$ cat src/rtl/bomut_pkg.sv
`timescale 1ns / 1ps
`default_nettype none
package bomut_pkg;

  // detected text encoding, as reported on the result side
  typedef enum logic [1:0] {
    ENC_ANSI    = 2'd0,
    ENC_UTF8    = 2'd1,
    ENC_UTF16LE = 2'd2,
    ENC_UTF16BE = 2'd3
  } enc_t;

  // progress through the byte order mark
  typedef enum logic [1:0] {
    BOM_START  = 2'd0,
    BOM_HELD   = 2'd1,
    BOM_EFBB   = 2'd2,
    BOM_STREAM = 2'd3
  } bom_phase_t;

  localparam logic [7:0] BYTE_FF = 8'hFF;
  localparam logic [7:0] BYTE_FE = 8'hFE;
  localparam logic [7:0] BYTE_EF = 8'hEF;
  localparam logic [7:0] BYTE_BB = 8'hBB;
  localparam logic [7:0] BYTE_BF = 8'hBF;

  localparam int CpWidth  = 21;
  localparam int QueueLen = 2;

  // utf-8 encoding of one code point, at most three bytes
  typedef struct packed {
    logic [1:0]      cnt;
    logic [2:0][7:0] bytes;
  } code_t;

  // all results caused by one request, queued between front and back
  typedef struct packed {
    logic [1:0]      cnt;    // number of results, 1 to 3
    logic [2:0][7:0] bytes;  // output bytes in order
    logic            fin;    // last result stops the stream
    logic            err;    // stop is an error
    enc_t            enc;
  } plan_t;

  function automatic code_t utf8_encode(input logic [CpWidth-1:0] cp);
    code_t c;
    c = '0;
    if (cp < 21'h80) begin
      c.cnt      = 2'd1;
      c.bytes[0] = cp[7:0];
    end else if (cp < 21'h800) begin
      c.cnt      = 2'd2;
      c.bytes[0] = {2'b11, cp[11:6]};
      c.bytes[1] = {2'b10, cp[5:0]};
    end else begin
      // above 0xFFFF only the low 16 bits survive
      c.cnt      = 2'd3;
      c.bytes[0] = {4'hE, cp[15:12]};
      c.bytes[1] = {2'b10, cp[11:6]};
      c.bytes[2] = {2'b10, cp[5:0]};
    end
    return c;
  endfunction

endpackage
`default_nettype wire

$ cat src/rtl/bomut_front.sv
`timescale 1ns / 1ps
`default_nettype none
module bomut_front
  import bomut_pkg::*;
(
  input  wire logic  clk,
  input  wire logic  rst,
  input  wire logic  accept,
  input  wire logic  [7:0] in_byte,
  input  wire logic  end_of_input,
  output logic       push,
  output plan_t      plan
);

  bom_phase_t           phase, phase_next;
  enc_t                 enc, enc_next;
  logic [1:0]           rem, rem_next;
  logic [CpWidth-1:0]   acc, acc_next;
  logic [7:0]           saved, saved_next;
  logic                 stopped;

  logic is_mark, pair_le, pair_be, pair_ef;
  logic [CpWidth-1:0] acc_step;
  logic [1:0] rem_dec;
  code_t code_u8, code_le, code_be;

  // mark recognition
  assign is_mark = (in_byte == BYTE_FF) || (in_byte == BYTE_FE) || (in_byte == BYTE_EF);
  assign pair_le = (saved == BYTE_FF) && (in_byte == BYTE_FE);
  assign pair_be = (saved == BYTE_FE) && (in_byte == BYTE_FF);
  assign pair_ef = (saved == BYTE_EF) && (in_byte == BYTE_BB);

  // code point assembly
  assign acc_step = {acc[CpWidth-7:0], in_byte[5:0]};
  assign rem_dec  = rem - 2'd1;
  assign code_u8  = utf8_encode(acc_step);
  assign code_le  = utf8_encode({5'd0, in_byte, saved});
  assign code_be  = utf8_encode({5'd0, saved, in_byte});

  // next mark phase
  always_comb begin
    phase_next = phase;
    if (!end_of_input) begin
      case (phase)
        BOM_START: phase_next = is_mark ? BOM_HELD : BOM_STREAM;
        BOM_HELD:  phase_next = pair_ef ? BOM_EFBB : BOM_STREAM;
        BOM_EFBB:  phase_next = BOM_STREAM;
        default:   phase_next = phase;
      endcase
    end
  end

  // results and datapath updates
  always_comb begin
    plan       = '0;
    enc_next   = enc;
    rem_next   = rem;
    acc_next   = acc;
    saved_next = saved;
    case (phase)
      BOM_START: begin
        if (end_of_input) begin
          plan.cnt = 2'd1;
          plan.fin = 1'b1;
        end else if (is_mark) begin
          saved_next = in_byte;
        end else begin
          plan.cnt      = 2'd1;
          plan.bytes[0] = in_byte;
        end
      end
      BOM_HELD: begin
        if (end_of_input) begin
          plan.cnt      = 2'd2;
          plan.bytes[0] = saved;
          plan.fin      = 1'b1;
        end else if (pair_le) begin
          enc_next = ENC_UTF16LE;
        end else if (pair_be) begin
          enc_next = ENC_UTF16BE;
        end else if (!pair_ef) begin
          plan.cnt      = 2'd2;
          plan.bytes[0] = saved;
          plan.bytes[1] = in_byte;
        end
      end
      BOM_EFBB: begin
        if (end_of_input) begin
          plan.cnt      = 2'd2;
          plan.bytes[0] = BYTE_EF;
          plan.fin      = 1'b1;
        end else if (in_byte == BYTE_BF) begin
          enc_next = ENC_UTF8;
        end else begin
          plan.cnt      = 2'd1;
          plan.bytes[0] = BYTE_EF;
        end
      end
      default: begin
        if (end_of_input) begin
          plan.cnt = 2'd1;
          plan.fin = 1'b1;
          plan.err = (rem != 2'd0);
        end else begin
          case (enc)
            ENC_ANSI: begin
              plan.cnt      = 2'd1;
              plan.bytes[0] = in_byte;
            end
            ENC_UTF8: begin
              if (rem == 2'd0) begin
                if (!in_byte[7]) begin
                  plan.cnt      = 2'd1;
                  plan.bytes[0] = in_byte;
                end else if (!in_byte[6]) begin
                  plan.cnt = 2'd1;
                  plan.fin = 1'b1;
                  plan.err = 1'b1;
                end else if (!in_byte[5]) begin
                  acc_next = {16'd0, in_byte[4:0]};
                  rem_next = 2'd1;
                end else if (!in_byte[4]) begin
                  acc_next = {17'd0, in_byte[3:0]};
                  rem_next = 2'd2;
                end else if (!in_byte[3]) begin
                  acc_next = {18'd0, in_byte[2:0]};
                  rem_next = 2'd3;
                end else begin
                  plan.cnt = 2'd1;
                  plan.fin = 1'b1;
                  plan.err = 1'b1;
                end
              end else begin
                acc_next = acc_step;
                rem_next = rem_dec;
                if (rem_dec == 2'd0) begin
                  plan.cnt   = code_u8.cnt;
                  plan.bytes = code_u8.bytes;
                end
              end
            end
            default: begin
              // utf-16: first byte of a unit is held
              if (rem == 2'd0) begin
                saved_next = in_byte;
                rem_next   = 2'd1;
              end else begin
                rem_next = 2'd0;
                if (enc == ENC_UTF16LE) begin
                  plan.cnt   = code_le.cnt;
                  plan.bytes = code_le.bytes;
                end else begin
                  plan.cnt   = code_be.cnt;
                  plan.bytes = code_be.bytes;
                end
              end
            end
          endcase
        end
      end
    endcase
    plan.enc = enc_next;
  end

  assign push = accept && !stopped && (plan.cnt != 2'd0);

  // state registers
  always_ff @(posedge clk) begin
    if (rst) begin
      phase   <= BOM_START;
      enc     <= ENC_ANSI;
      rem     <= 2'd0;
      acc     <= '0;
      saved   <= 8'd0;
      stopped <= 1'b0;
    end else if (accept && !stopped) begin
      phase   <= phase_next;
      enc     <= enc_next;
      rem     <= rem_next;
      acc     <= acc_next;
      saved   <= saved_next;
      stopped <= plan.fin;
    end
  end

endmodule
`default_nettype wire

$ cat src/rtl/bomut_fifo.sv
`timescale 1ns / 1ps
`default_nettype none
module bomut_fifo
  import bomut_pkg::*;
(
  input  wire logic  clk,
  input  wire logic  rst,
  input  wire logic  push,
  input  wire plan_t push_plan,
  input  wire logic  pop,
  output logic       full,
  output logic       empty,
  output plan_t      head
);

  plan_t      entries [QueueLen];
  logic       wr_ptr, rd_ptr;
  logic [1:0] count;

  assign full  = (count == 2'(QueueLen));
  assign empty = (count == 2'd0);
  assign head  = entries[rd_ptr];

  // entry storage
  always_ff @(posedge clk) begin
    if (push) begin
      entries[wr_ptr] <= push_plan;
    end
  end

  // pointers and fill count
  always_ff @(posedge clk) begin
    if (rst) begin
      wr_ptr <= 1'b0;
      rd_ptr <= 1'b0;
      count  <= 2'd0;
    end else begin
      if (push) begin
        wr_ptr <= ~wr_ptr;
      end
      if (pop) begin
        rd_ptr <= ~rd_ptr;
      end
      count <= count + 2'(push) - 2'(pop);
    end
  end

endmodule
`default_nettype wire

$ cat src/rtl/bomut_back.sv
`timescale 1ns / 1ps
`default_nettype none
module bomut_back
  import bomut_pkg::*;
(
  input  wire logic  clk,
  input  wire logic  rst,
  input  wire logic  avail,
  input  wire plan_t head,
  input  wire logic  take,
  output logic       pop,
  output logic [7:0] out_byte,
  output logic       byte_valid,
  output logic       last,
  output logic       stream_end,
  output logic       error,
  output enc_t       encoding
);

  logic [1:0] idx;
  logic       is_fin;

  assign last   = (idx == head.cnt - 2'd1);
  assign is_fin = head.fin && last;
  assign pop    = avail && take && last;

  // current result of the head entry
  always_comb begin
    case (idx)
      2'd1:    out_byte = head.bytes[1];
      2'd2:    out_byte = head.bytes[2];
      default: out_byte = head.bytes[0];
    endcase
    if (is_fin) begin
      out_byte = 8'd0;
    end
  end

  assign byte_valid = !is_fin;
  assign stream_end = is_fin;
  assign error      = is_fin && head.err;
  assign encoding   = head.enc;

  // result index within the head entry
  always_ff @(posedge clk) begin
    if (rst) begin
      idx <= 2'd0;
    end else if (avail && take) begin
      idx <= last ? 2'd0 : idx + 2'd1;
    end
  end

endmodule
`default_nettype wire

$ cat src/rtl/bom_utf_transcoder_to_utf8_unit.sv
`timescale 1ns / 1ps
`default_nettype none
// Byte order mark detection and transcoding of a text byte stream to UTF-8.
// Input channel s_*: one raw byte per request, or an end-of-input mark
// (s_tuser). The first bytes select ANSI, UTF-8, UTF-16LE or UTF-16BE.
// Output channel m_*: one result per request: an output byte, or the single
// stream-end result (error flagged for a bad lead or a cut-off sequence).
// m_tlast marks the last result caused by one input request.
// The front stage decodes a byte in the cycle it is accepted and writes up
// to three results into a two-entry queue; the results are registered in
// the queue before they appear on m_*. The back stage sends one result per
// cycle while m_tready is high; an input byte yields up to three results
// (a UTF-16 unit gives at most three UTF-8 bytes), and bytes that only
// advance a mark or a sequence yield none. s_tready is high while the queue
// has room, so input keeps flowing while m_tready is low until both queue
// entries are full. After the stream stops all input is accepted and
// dropped. Synchronous reset empties the queue and restarts detection.
module bom_utf_transcoder_to_utf8_unit
  import bomut_pkg::*;
(
  input  wire logic       clk,
  input  wire logic       rst,
  input  wire logic       s_tvalid,
  output logic            s_tready,
  input  wire logic [7:0] s_tdata,   // [7:0] in_byte
  input  wire logic       s_tuser,   // [0] end_of_input
  output logic            m_tvalid,
  input  wire logic       m_tready,
  output logic [7:0]      m_tdata,   // [7:0] out_byte
  output logic [4:0]      m_tuser,   // [0] byte_valid [1] stream_end [2] error [4:3] encoding
  output logic            m_tlast
);

  logic  q_full, q_empty, push, pop;
  plan_t push_plan, head;
  logic  byte_valid, stream_end, error;
  enc_t  encoding;

  assign s_tready = !q_full;
  assign m_tvalid = !q_empty;

  // front: mark detection and decoding
  bomut_front u_front (
    .clk          (clk),
    .rst          (rst),
    .accept       (s_tvalid && s_tready),
    .in_byte      (s_tdata),
    .end_of_input (s_tuser),
    .push         (push),
    .plan         (push_plan)
  );

  // queue between the two sides
  bomut_fifo u_fifo (
    .clk       (clk),
    .rst       (rst),
    .push      (push),
    .push_plan (push_plan),
    .pop       (pop),
    .full      (q_full),
    .empty     (q_empty),
    .head      (head)
  );

  // back: one result per cycle while m_tready is high
  bomut_back u_back (
    .clk        (clk),
    .rst        (rst),
    .avail      (!q_empty),
    .head       (head),
    .take       (m_tready),
    .pop        (pop),
    .out_byte   (m_tdata),
    .byte_valid (byte_valid),
    .last       (m_tlast),
    .stream_end (stream_end),
    .error      (error),
    .encoding   (encoding)
  );

  assign m_tuser = {encoding, error, stream_end, byte_valid};

  // stream end always closes the results of its request
  a_end_is_last: assert property (@(posedge clk) disable iff (rst)
    (m_tvalid && m_tuser[1]) |-> m_tlast)
    else $error("stream end result not marked last");

  // an error only comes with the stream end result
  a_err_with_end: assert property (@(posedge clk) disable iff (rst)
    (m_tvalid && m_tuser[2]) |-> (m_tuser[1] && !m_tuser[0]))
    else $error("error flag without stream end");

  // nothing follows the stream end
  a_quiet_after_end: assert property (@(posedge clk) disable iff (rst)
    (m_tvalid && m_tready && m_tuser[1]) |=> !m_tvalid)
    else $error("result after stream end");

endmodule
`default_nettype wire
$ cat config.mk
export PLATFORM = sky130hd
export DESIGN_NAME = bom_utf_transcoder_to_utf8_unit
export DESIGN_NICKNAME = d
export VERILOG_FILES = /design/src/rtl/bomut_pkg.sv /design/src/rtl/bomut_front.sv /design/src/rtl/bomut_fifo.sv /design/src/rtl/bomut_back.sv /design/src/rtl/bom_utf_transcoder_to_utf8_unit.sv
export SDC_FILE = /design/constraint.sdc
export NUM_CORES = 1
export LEC_CHECK = 0
export BUFFER_PORTS_ARGS = -buffer_cell sky130_fd_sc_hd__buf_4
export CORE_UTILIZATION = 57
export CTS_CLUSTER_SIZE = 28
export DETAILED_ROUTE_END_ITERATION = 10
export PLACE_DENSITY_LB_ADDON = 0.05
export SLEW_MARGIN = 20
export SYNTH_ARGS = -nofsm -noshare
export SYNTH_HDL_FRONTEND = slang
export SYNTH_HIERARCHICAL = 1
export SYNTH_SLANG_ARGS = --single-unit
$ cat constraint.sdc
create_clock -name clk -period 8.8 [get_ports clk]
set_input_delay 1.76 -clock clk [delete_from_list [all_inputs] [get_ports clk]]
set_output_delay 1.76 -clock clk [all_outputs]
set_load 0.02 [all_outputs]
**Word-level counts from Yosys, hierarchy flattened**

Memory sizes are Yosys's and may differ from the RTL's. A register that Yosys moved wholly into a read port is not among the register bits.
Index checks and enable logic that the tools add are counted.

- ROM bits: 0
- Register bits after elaboration: 36
- Logic and storage cells: 187
- Bits in latches: 0
- Bits in writable memories: 60
- Input bits: 13
- Memories kept: 1

- Add/sub/neg operators: 5
- Bitwise logic cells: 6
- Shift-type cells: 0
- Order comparisons: 6
- Eq/ne operators: 24
- Div/mod/pow operators: 0
- Mux-type cells: 102
- Multiply operators: 0
- Reduce and logical (&&, ||, !) cells: 33

Memory list:

| memory | depth | width | rd ports | clocked after memory_dff | wr ports | line | text |
|---|---|---|---|---|---|---|---|
| u_fifo.entries | 2 | 30 | 1 | 1 | 1 | bomut_fifo.sv:16 | `plan_t entries [QueueLen];` |

Operators with widths:

| cell | number |
|---|---|
| $mux 8 | 20 |
| $mux 16 | 7 |
| $mux 15 | 6 |
| $mux 26 | 3 |
| $mux 2 | 36 |
| $eq 8x8->1 const B | 8 |
| $pmux 8 s2 | 4 |
| $mux 14 | 3 |
| $lt 16x12->1 const B | 2 |
| $lt 16x8->1 const B | 2 |
| $pmux 16 s2 | 1 |
| $pmux 9 s3 | 1 |
| $mux 24 | 1 |
| $lt 21x12->1 const B | 1 |
| $lt 21x8->1 const B | 1 |
| $mux 1 | 14 |
| $reduce_and 7->1 | 2 |
| $pmux 2 s2 | 3 |
| $pmux 2 s3 | 2 |
| $logic_and 1x1->1 | 10 |
| $logic_not 2->1 | 5 |
| $eq 2x2->1 const B | 4 |
| $mux 7 | 1 |
| $eq 2x1->1 const B | 3 |
| other kinds (19) | 36 |

**Logic depth before layout (Yosys ltp)**

Gate-level depths: netlist of run 1.

- Depth in word-level cells: 13
- Depth in mapped cells: 11
- Mapped depth without buffers: 10

**Modules after synthesis**

Netlist of run 1, hierarchy kept.

Modules (own cells, without submodules):

| module | instances | cells an instance | seq. area each (um^2) | area an instance (um^2) |
|---|---|---|---|---|
| bomut_front | 1 | 473 | 600.6 | 3,228.1 |
| bomut_fifo | 1 | 114 | 1,901.8 | 2,389.8 |
| bomut_back | 1 | 52 | 40.0 | 424.2 |
| bom_utf_transcoder_to_utf8_unit | 1 | 6 | 0.0 | 36.3 |

**Worst setup path before layout of run 1**

OpenSTA, ideal clock, no wires.

- Kind: input port to flip-flop
- Start point: in s_tdata[7]
- End point: mem u_fifo/entries[0][0] in the netlist's numbering, enable pin
- Setup time: 0.421 ns
- Required time: 8.379 ns
- Cell stages on the path: 7
- Buffers on the path: 1
- Arrival time: 4.747 ns
- Path slack: 3.633 ns
- Path through: or4_1 buf_2 and4_1 a311o_1 a41oi_2 o21a_1 nor2b_1

RTL lines:

| element | line | text |
|---|---|---|
| start, declared | bom_utf_transcoder_to_utf8_unit.sv:25 | `input wire logic [7:0] s_tdata,` |
| end, declared | bomut_fifo.sv:16 |  |

==> summary.md, run 1 <==
| Metric | Value |
|---|---|
| Outcome | `completed` |
| WL final | `17100 um` |
| Post-CTS sizing | `0` |
| CTS buffer count | `9` |
| Hold WC Path Type | `reg -> reg` |
| Yosys warning count | `6` |
| RSZ-0062 raised after global routing | `no` |
| Reg-to-reg endpoint | `u_fifo/entries[0][28]` |
| DP HPWL | `roughly 12000 um` |
| VDD IR-drop max | `0.151 mV` |
| Xor-xnor portion of the synthesized cell area | `0.947%` |
| Synth Area in Compound Gates | `21.6%` |
| Mux share of post-synthesis cell area | `7.45%` |
| Rel. slew slack | `28.0%` |
| H-tree levels | `3` |
| Post-synthesis async set-or-reset flop share | `0%` |
| Yosys top cell by area | `edfxtp_1` |
| Antenna violation net count after detailed routing | `0` |
| P&R area growth vs syn | `5.11%` |
| Max-Cap Viols | `0` |
| End of the critical path | `m_tuser[2]` |
| Main synth FF type | `edfxtp_1` |
| Hold path start | `u_front/acc[12]` |
| GRT overflow | `0` |
| Initial Util | `58.9%` |
| Core ar. | `about 0.010 mm2` |
| Residual DRC count | `0` |
| Pre-Repair DR Iteration Count | `6` |
| CTS sink cnt | `just under 100` |
| Vias | `5308` |
| Later-pin clock latency in the skew report | `0.37 ns` |
| Critical Path RT | `7.04 ns` |
| Crit path launch type | `flop` |
| Total track usage | `31.9%` |
| Vias per Instance | `6.94` |
| Crit Path Category | `reg -> out` |
| Ant diodes | `0` |
| Number of fill cells | `about 880` |
| Most frequent cells in the layout | `edfxtp_1 (60), nand2_1 (53), a21oi_1 (50), nor2_1 (46), dfxtp_1 (37)` |
| Avg WL per Cell | `approximately 22 um` |
| Crit path time final | `4.65 ns` |
| Post-synth top area share | `29.6%` |
| Combinational family with the most area after synthesis | `compound AO/OA/AOI/OAI gates` |
| Hold_ws | `0.456 ns` |
| Clk_skew | `0.0103 ns` |
| Final worst slack | `about 4.1 ns` |
| Port Buffers | `28` |
| PD cells | `roughly 200 mW/mm2` |
| Seq cells post-synth | `97` |
| Via count of the first global-routing pass | `4996` |
| Synth Area in Simple Gates | `about a fifth` |
| Placed inst area | `between 0.006 and 0.007 mm2` |
| Worst setup EP type | `output port` |
| DR iter-0 viols | `713` |
| Sequential cell area fraction in the yosys report | `roughly two fifths` |
| Clk root buf | `clkbuf_8` |
| Synth cell types | `78` |
| Placer Congestion | `approximately 1` |
| Crit path arrival time | `2.89 ns` |
| R2R cell count | `8` |
| Post-Synth Adder-Cell Area | `1.65%` |
| Max Buffers Root-to-Sink | `2` |
| First-pass GRT wire length | `27400 um` |
| Fin area | `0.00639 mm2` |
| Share of post-route cells with drive strength above 1 | `~17%` |
| Worst-path clk slew | `about 0.10 ns` |
| Synth Area per Inst | `9.42 um2` |
| Hold_buf cts | `0` |
| Worst Path Max Fanout | `30` |
| Post-synth EDFFs | `60` |
| Final Setup Violations | `0` |
| Slew @ Worst Pin | `1.08 ns` |
| Total Neg Setup Slack | `0 ns` |
| Die Wd | `105 um` |
| Fmax | `215 MHz` |
| Final core occ | `61.9%` |
| Final hold violation count | `0` |
| R2R setup slack | `5.29 ns` |
| Period utilization | `52.9%` |
| I/O Pins | `29` |
| Worst r2r src | `u_front/phase[0]` |
| Place WS | `approximately 4.1 ns` |
| Postcts setup bufs | `0` |
| Die area | `0.0111 mm2` |
| Mapped Area | `0.00608 mm2` |
| Largest net degree at the start of global routing | `40` |
| Die Y | `105 um` |
| Area contributors post-synth | `edfxtp_1 (30%), dfxtp_1 (12%), mux2_2 (5.7%)` |
| Leakage dissipation | `~2.1 nW` |
| Mapped Cells | `645` |
| TritonCTS clock tree | `done` |
| Syn nets | `between 600 and 700` |
| Pins over their slew limit | `0` |
| Nets | `645` |
| Most common cell after layout, fill and taps aside | `edfxtp_1` |
| Initial antenna violation count | `0` |
| Core Rows | `37` |
state kept, by name (all words and copies together), names as in the netlist, named ones only:
signal and count:
u_back/idx 2, u_fifo/count 2, u_fifo/entries 60, u_fifo/rd_ptr 1
u_fifo/wr_ptr 1, u_front/acc 15, u_front/enc 2, u_front/phase 2
u_front/rem 2, u_front/saved 8, u_front/stopped 1
stage by stage:
step	power (mW)	std cells
finish	1.32	765
detailed placement	1.05	749
floorplan	0.930	645
global placement	1.04	749
global route	1.38	765
CTS	1.32	765
synth_stat cells, types with 5 or more instances:
cell type and count:
mux2i_1 9, nor4b_1 7, o21ai_0 17, a21oi_1 50, a221oi_2 6, mux2_2 31
a211oi_1 13, o211ai_1 6, edfxtp_1 60, and4_1 9, buf_2 5, nand2b_1 11
dfxtp_1 37, nor2b_1 12, inv_1 25, nor3_1 19, ha_1 8, a221oi_1 18
nand2_1 53, buf_4 7, a31oi_1 8, nor4_1 11, or4_1 9, nor2_1 46
a221o_1 6, nand3_1 18, clkbuf_1 46
area by class of cell:
| cell class | instances | area [um2] | area share [%] |
|---|---|---|---|
| multi-input cells | 455 | 3130 | 49.0 |
| flip-flops and latches | 97 | 2540 | 39.8 |
| repair buffers | 35 | 263 | 4.11 |
| well taps | 136 | 170 | 2.66 |
| clock buffers | 9 | 124 | 1.94 |
| inverters | 26 | 97.6 | 1.53 |
| clock inverters | 7 | 60.1 | 0.940 |
kinds of logic after synthesis:
group | Yosys count
XOR/XNOR | 5
adder cells (fa/ha/maj) | 8
AO/OA/AOI/OAI | 179
AND/OR/NAND/NOR | 221
flip-flops | 97
buffers and inverters | 93
other | 1
multiplexers | 41
worst min path at each step:
stage | to | cells after the start
3_3_place_gp | u_front/acc[14] | 2
4_1_cts | u_front/acc[12] | 2
5_1_grt | u_front/acc[10] | 2
3_5_place_dp | u_front/acc[12] | 2
2_1_floorplan | u_front/acc[12] | 2
6_report | u_front/acc[12] | 2
metal layers:
metal	GRT usage [%]	up-vias	routed length [um]	part of all wire, %
li1	-	2423	-	-
met1	44.4	2518	7310	43
met2	50.3	310	7890	46
met3	4.95	57	1380	8.0
met4	12.1	0	525	3.1
met5	0	-	0	0
worst max-delay path, stage by stage, from the launching register on:
cell and delay [ns]:
dfxtp_1 0.32, buf_4 0.36, mux2_2 0.39, xnor2_1 0.27
mux2i_2 0.78, and3_1 0.26, buf_4 0.14
power by group:
group          internal, mW  total [mW]  switching [mW]  leakage [nW]
sequential            0.560       0.581          0.0210         0.877
combinational         0.191       0.463           0.272          1.12
clock                 0.108       0.272           0.163        0.0901
total                 0.860        1.32           0.456          2.09
(Power assumes the default switching activity.)
==> run 2: changes to the inputs <==
==> constraint.sdc (replaced) <==
create_clock -name clk -period 4.5 [get_ports clk]
set_input_delay 0.9 -clock clk [delete_from_list [all_inputs] [get_ports clk]]
set_output_delay 0.9 -clock clk [all_outputs]
set_load 0.02 [all_outputs]
==> run 2 against run 1 <==
Non-clock buffer count increased by 7. Via count decreased by 1.3%. Die area unchanged. Critical endpoint unchanged. Wire length decreased by 0.67%. Clock power increased by 120%. Critical path depth decreased by 1. First-iteration DRC count increased by 2.2%. Register-to-register slack got worse by 4.2 ns.
==> summary.md, run 2 (synthesis results as in run 1) <==
| Metric | Value |
|---|---|
| Crit path time final | `3.87 ns` |
| Slowest CP cell | `mux2i_2` |
| Initial antenna violation count | `0 (unchanged)` |
| Core Rows | `37 (unchanged)` |
| Die Y | `105 um (unchanged)` |
| M1 GR Usage | `43.3% (-1.1 points)` |
| Worst setup EP type | `output port` |
| Hold_ws | `0.461 ns (+0.00491 ns)` |
| WL final | `17000 um (-0.67%)` |
| Port Buffers | `28 (unchanged)` |
| Pre-Repair DR Iteration Count | `7 (+1)` |
| Post-CTS sizing | `0 (unchanged)` |
| Crit path arrival time | `2.97 ns (+0.08 ns)` |
| TritonCTS clock tree | `done` |
| Hold_buf cts | `0 (unchanged)` |
| Comb pwr share | `34.1% (-1.1 points)` |
| Most common cell after layout, fill and taps aside | `edfxtp_1` |
| RSZ-0062 raised after global routing | `no` |
| Residual DRC count | `0 (unchanged)` |
| Postcts setup bufs | `0 (unchanged)` |
| GR Layer Usage met3 | `6.49% (+1.5 points)` |
| Ant diodes | `0 (unchanged)` |
| Hold WC Path Type | `reg -> reg` |
| Max reg flops | `60 (unchanged)` |
| Pins over their slew limit | `0 (unchanged)` |
| Net Switching | `0.885 mW (+94%)` |
| VDD IR-drop max | `0.325 mV (+120%)` |
| H-tree levels | `3 (unchanged)` |
| Total track usage | `31.6% (-0.32 points)` |
| Int Power | `1.75 mW (+100%)` |
| Clk root buf | `clkbuf_8` |
| Clk_skew | `0.0143 ns (+0.00404 ns)` |
| Grt peak-use layer | `met2` |
| CTS buffer count | `9 (unchanged)` |
| Period utilization | `86.0%` |
| Die Wd | `105 um (unchanged)` |
| Worst Path Max Fanout | `14 (-53%)` |
| Avg WL per Cell | `22.0 um (-1.6%)` |
| Biggest register | `u_fifo/entries` |
| CP cell instances | `mux2_2 -> xnor2_1 -> mux2i_2 -> and3_1 -> buf_4` |
| Initial Util | `58.9% (unchanged)` |
| DP HPWL | `11600 um (+0.26%)` |
| GRT overflow | `0 (unchanged)` |
| Vias | `5241 (-1.3%)` |
| Die area | `0.0111 mm2 (unchanged)` |
| Max Buffers Root-to-Sink | `2 (unchanged)` |
| Met2 Use GR | `49.7% (-0.61 points)` |
| Final Setup Violations | `0 (unchanged)` |
| Rel. slew slack | `25.0% (-3.1 points)` |
| Crit path launch type | `flop` |
| Largest net degree at the start of global routing | `40 (unchanged)` |
| I/O Pins | `29 (unchanged)` |
| Most frequent cells in the layout | `edfxtp_1 (60), nand2_1 (53), a21oi_1 (50), nor2_1 (46), buf_4 (42)` |
| Placer Congestion | `0.945 (-5.6%)` |
| Total Neg Setup Slack | `0 ns (unchanged)` |
| Sw Ratio | `33.6% (-1.1 points)` |
| Outcome | `completed` |
| Worst-path clk slew | `0.10 ns (about the same)` |
| First-pass GRT wire length | `27100 um (-1.0%)` |
| CTS sink cnt | `97 (unchanged)` |
| Final hold violation count | `0 (unchanged)` |
| Nets | `652 (+1.1%)` |
| Sequential Power Share | `43.4% (-0.8 points)` |
| Share of post-route cells with drive strength above 1 | `17.5% (+0.92 points)` |
| Via count of the first global-routing pass | `4902 (-1.9%)` |
| Slew @ Worst Pin | `1.12 ns (+0.0458 ns)` |
| Slowest stage delay, CP | `0.80 ns (+0.02 ns)` |
| Critical Path RT | `3.60 ns (-3.44 ns)` |
| Core ar. | `0.0103 mm2 (unchanged)` |
| Later-pin clock latency in the skew report | `0.37 ns (about the same)` |
| Max-Cap Viols | `0 (unchanged)` |
| Biggest regs | `u_fifo/entries x60, u_front/acc x15, u_front/saved x8` |
| Clock share of power | `22.5% (+1.9 points)` |
| Vias per Instance | `6.79 (-2.2%)` |
| PD cells | `408 mW/mm2 (+98%)` |
| DR iter-0 viols | `729 (+2.2%)` |
| P&R area growth vs syn | `6.42%` |
| Crit Path Category | `reg -> out` |
| Fmax | `258 MHz` |
| Antenna violation net count after detailed routing | `0 (unchanged)` |
| Leakage dissipation | `2.14 nW (+2.2%)` |
-- run 2: cell type report --
class,instances,area [um2]
Inverter,26,97.6
Multi-Input combinational cell,455,3130
Fill cell,884,3850
Clock buffer,10,138
Clock inverter,6,73.8
Sequential cell,97,2540
Tap cell,136,170
Timing Repair Buffer,42,315
-- run 2: power groups by stage --
stage,Sequential [mW],Combinational [mW],Clock (mW)
finish,1.14,0.899,0.593
global route,1.16,0.970,0.643
CTS,1.15,0.900,0.615
detailed placement,1.17,0.894,0
global placement,1.16,0.880,0
floorplan,1.15,0.669,0
-- run 2: path summary, 6_finish.rpt --
kind | slack (ns) | cells past startpoint | to | start
worst max register to register | 1.14 | 9 | u_fifo/entries[0][14] | u_front/phase[0]
worst min-delay path | 0.46 | 2 | u_front/acc[12] | u_front/acc[12]
worst max-delay path | 0.63 | 5 | m_tuser[2] | flop
worst min register to register | 0.46 | 2 | u_front/acc[12] | u_front/acc[12]
-- run 2: worst max-delay path: cells and delay by family, from the launching register on --
| family | cells | cell delay [ns] |
|---|---|---|
| flip-flops | 1 | 0.73 |
| XOR/XNOR | 1 | 0.26 |
| AND/OR/NAND/NOR | 1 | 0.25 |
| buffers and inverters | 1 | 0.14 |
| multiplexers | 2 | 1.22 |
-- run 2: through the flow --
step	total power [mW]	worst slack, ns	utilization, %	cells	area, um2
global placement	2.04	0.735	60.6	756	6260
finish	2.64	0.631	62.7	772	6470
floorplan	1.82	0.193	-	645	6080
detailed placement	2.06	0.698	60.6	756	6260
global route	2.77	0.445	62.7	772	6470
CTS	2.66	0.591	62.7	772	6470
-- run 2: routing by layer --
metal | routed length (um) | vias up
met2 | 7820 | 284
met5 | 0 | -
met3 | 1480 | 36
met4 | 416 | 0
met1 | 7260 | 2492
li1 | - | 2429
==> run 3: changes to the inputs <==
--- a/config.mk
+++ b/config.mk
@@ -5,6 +5,7 @@
 export SDC_FILE = /design/constraint.sdc
 export NUM_CORES = 1
 export LEC_CHECK = 0
+export ABC_AREA = 1
 export BUFFER_PORTS_ARGS = -buffer_cell sky130_fd_sc_hd__buf_4
 export CORE_UTILIZATION = 57
 export CTS_CLUSTER_SIZE = 28
@@ -13,5 +14,4 @@
 export SLEW_MARGIN = 20
 export SYNTH_ARGS = -nofsm -noshare
 export SYNTH_HDL_FRONTEND = slang
-export SYNTH_HIERARCHICAL = 1
 export SYNTH_SLANG_ARGS = --single-unit
==> run 3 against run 2 <==
Clock-buffer cell count unchanged. Core utilization increased by 1.7 points. Hold slack improved by 0.014 ns. Total power increased by 12%. Sequential share of layout area increased by 1.9 points. Cell area decreased by 6.8%. Largest power group is now combinational cells. Synthesized area decreased by 7.7%.
==> summary.md, run 3 <==
| Metric | Value |
|---|---|
| R2R cell count | `16 (+7)` |
| Yosys top cell by area | `edfxtp_1` |
| Placer Congestion | `1.17 (+23%)` |
| PD cells | `489 mW/mm2 (+20%)` |
| Seq cells post-synth | `95 (-2.1%)` |
| Biggest regs | `u_fifo.entries x58, u_front.acc x15, u_front.saved x8` |
| Power after layout | `2.95 mW (+12%)` |
| Yosys warning count | `0 (-6)` |
| Most common cell after layout, fill and taps aside | `nand2_1` |
| Crit Path Category | `reg -> out` |
| Pre-Repair DR Iteration Count | `6 (-1)` |
| Clk_skew | `0.0219 ns (+0.00764 ns)` |
| H-tree levels | `3 (unchanged)` |
| VDD IR-drop max | `0.274 mV (-16%)` |
| Post-synth EDFFs | `58 (-3.3%)` |
| Vias | `5494 (+4.8%)` |
| Top-count cell post-synth | `nand2_1` |
| Residual DRC count | `0 (unchanged)` |
| Mapped Area | `0.00561 mm2 (-7.7%)` |
| Core ar. | `0.00937 mm2 (-9.2%)` |
| Ant diodes | `0 (unchanged)` |
| Via count of the first global-routing pass | `5046 (+2.9%)` |
| Avg WL per Cell | `20.1 um (-8.7%)` |
| I/O Pins | `29 (unchanged)` |
| TritonCTS clock tree | `done` |
| Synth Area per Inst | `7.91 um2 (-16%)` |
| Mapped Cells | `709 (+9.9%)` |
| Worst-path clk slew | `0.11 ns (about the same)` |
| Syn nets | `730 (+9.6%)` |
| P&R area growth vs syn | `7.47%` |
| Reg-to-reg endpoint | `u_fifo.count[1]` |
| Fmax | `292 MHz (+13%)` |
| RSZ-0062 raised after global routing | `no` |
| Core Rows | `35 (-5.4%)` |
| Initial Util | `59.8% (+0.96 points)` |
| Share of post-route cells with drive strength above 1 | `13.2% (-4.2 points)` |
| First-pass GRT wire length | `27000 um (-0.31%)` |
| Slew @ Worst Pin | `0.906 ns (-0.216 ns)` |
| Postcts setup bufs | `0 (unchanged)` |
| Biggest register | `u_fifo.entries` |
| WHS Endpoint | `u_front.acc[12]` |
| Post-synth top area share | `31.1% (+1.4 points)` |
| Die Wd | `101 um (-3.9%)` |
| Port Buffers | `28 (unchanged)` |
| CTS buffer count | `9 (unchanged)` |
| Post-CTS sizing | `0 (unchanged)` |
| Crit path time final | `3.42 ns (-0.448 ns)` |
| WL final | `17200 um (+1.2%)` |
| Largest net degree at the start of global routing | `31 (-23%)` |
| Crit path launch type | `flop` |
| Leakage dissipation | `2.35 nW (+9.9%)` |
| GRT overflow | `0 (unchanged)` |
| Pins over their slew limit | `0 (unchanged)` |
| CTS sink cnt | `95 (-2.1%)` |
| Clk root buf | `clkbuf_8` |
| Sequential cell area fraction in the yosys report | `44.3% (+2.4 points)` |
| Max-Cap Viols | `0 (unchanged)` |
| Antenna violation net count after detailed routing | `0 (unchanged)` |
| Period utilization | `76.0% (-10 points)` |
| Final Setup Violations | `0 (unchanged)` |
| Non-filler cells, final | `856 (+11%)` |
| Main synth FF type | `edfxtp_1` |
| DP HPWL | `12300 um (+6.5%)` |
| Crit path arrival time | `2.52 ns (-0.45 ns)` |
| Total Neg Setup Slack | `0 ns (unchanged)` |
| DR iter-0 viols | `695 (-4.7%)` |
| Final hold violation count | `0 (unchanged)` |
| R2R setup slack | `1.24 ns (+0.10 ns)` |
| Hold_buf cts | `0 (unchanged)` |
| Vias per Instance | `6.42 (-5.5%)` |
| Die Y | `101 um (-3.9%)` |
| Most frequent cells in the layout | `nand2_1 (115), o21ai_0 (102), inv_1 (70), nor2_1 (68), edfxtp_1 (58)` |
| WHS Path Cells | `2 (unchanged)` |
| Worst Path Max Fanout | `30 (+16)` |
| Max reg flops | `58 (-3.3%)` |
| Nets | `743 (+14%)` |
| Worst setup EP type | `output port` |
| Cells after DPL | `840 (+11%)` |
| Initial antenna violation count | `0 (unchanged)` |
| Final core occ | `64.3% (+1.7 points)` |
| Outcome | `completed` |
| Total track usage | `34.9% (+3.3 points)` |
| Max Buffers Root-to-Sink | `2 (unchanged)` |
| Hold WC Path Type | `reg -> reg` |
| Rel. slew slack | `39.4% (+14 points)` |
| Worst r2r src | `u_front.enc[1]` |
| Synth cell types | `43 (-45%)` |
| Post-synthesis async set-or-reset flop share | `0% (unchanged)` |
| Die area | `0.0102 mm2 (-7.6%)` |
| Area contributors post-synth | `edfxtp_1 (31%), dfxtp_1 (13%), o21ai_0 (9.1%)` |
| Later-pin clock latency in the skew report | `0.37 ns (about the same)` |
| Critical Path RT | `3.60 ns (about the same)` |
| Post-synth top cells | `nand2_1 (115), o21ai_0 (102), inv_1 (70), nor2_1 (69), edfxtp_1 (58)` |
| Hold path start | `u_front.acc[12]` |
[run 3: worst max-delay path by stage]
stage                          start              endpoint  slack, ns  cells past startpoint
final                           flop            m_tuser[2]       1.08                     11
after global placement    s_tdata[6]       u_fifo.count[1]       1.22                     18
after global routing            flop            m_tuser[2]       0.91                     11
after CTS                       flop            m_tuser[2]       1.06                     11
after detailed placement  s_tdata[6]       u_fifo.count[1]       1.19                     18
after floorplan           s_tdata[2]  u_fifo.entries[0][0]       0.92                     13
[run 3: routing by layer]
layer,vias to the layer above,part of all wire (%),global-route usage [%]
met2,360,46,56.8
met5,-,0,0
li1,2494,-,-
met1,2560,40,46.1
met3,80,9.8,6.21
met4,0,4.3,14.9
[run 3: kinds of logic (layout without fill, tap and decap cells)]
family	after synthesis	in the layout	share of synthesized area (%)
xor gates and xnor gates	3	3	0.469
adders and majority gates	8	8	1.78
buffers and inverters	114	132	8.90
and+or+nand+nor	258	258	20.6
AOI/OAI and AO/OA	230	230	23.8
DFF	95	95	44.3
muxes	1	1	0.178
[run 3: power breakdown]
| group | switching (mW) | leakage, nW | total, mW | internal (mW) |
|---|---|---|---|---|
| sequential | 0.0749 | 0.849 | 1.16 | 1.09 |
| clock | 0.332 | 0.103 | 0.564 | 0.232 |
| combinational | 0.822 | 1.40 | 1.22 | 0.399 |
| total | 1.23 | 2.35 | 2.95 | 1.72 |
[run 3: critical path, cell delays in order (launching register included)]
cell and delay (ns):
dfxtp_1 0.33, buf_4 0.22, inv_2 0.40, nand2_1 0.09, nand2_1 0.09, xor2_1 0.19, a21o_1 0.11, nand2_1 0.11
nor3_2 0.18, inv_2 0.13, a21oi_1 0.14, buf_4 0.15
[run 3: stage by stage]
step                hold slack [ns]  setup WS (ns)  area, um2
floorplan                     0.436          0.924       5610
global placement              0.447           1.22       5830
detailed placement            0.461           1.19       5830
CTS                           0.476           1.06       6030
global route                  0.496          0.913       6030
finish                        0.475           1.08       6030
[run 3: area by class of cell]
class / count / area, um2
fillers: 859 / 3340
multi-input cells: 500 / 2630
flip-flops and latches: 95 / 2480
inverters: 83 / 312
repair buffers: 33 / 248
well taps: 129 / 161
clock buffers: 10 / 138
clock inverters: 6 / 57.6
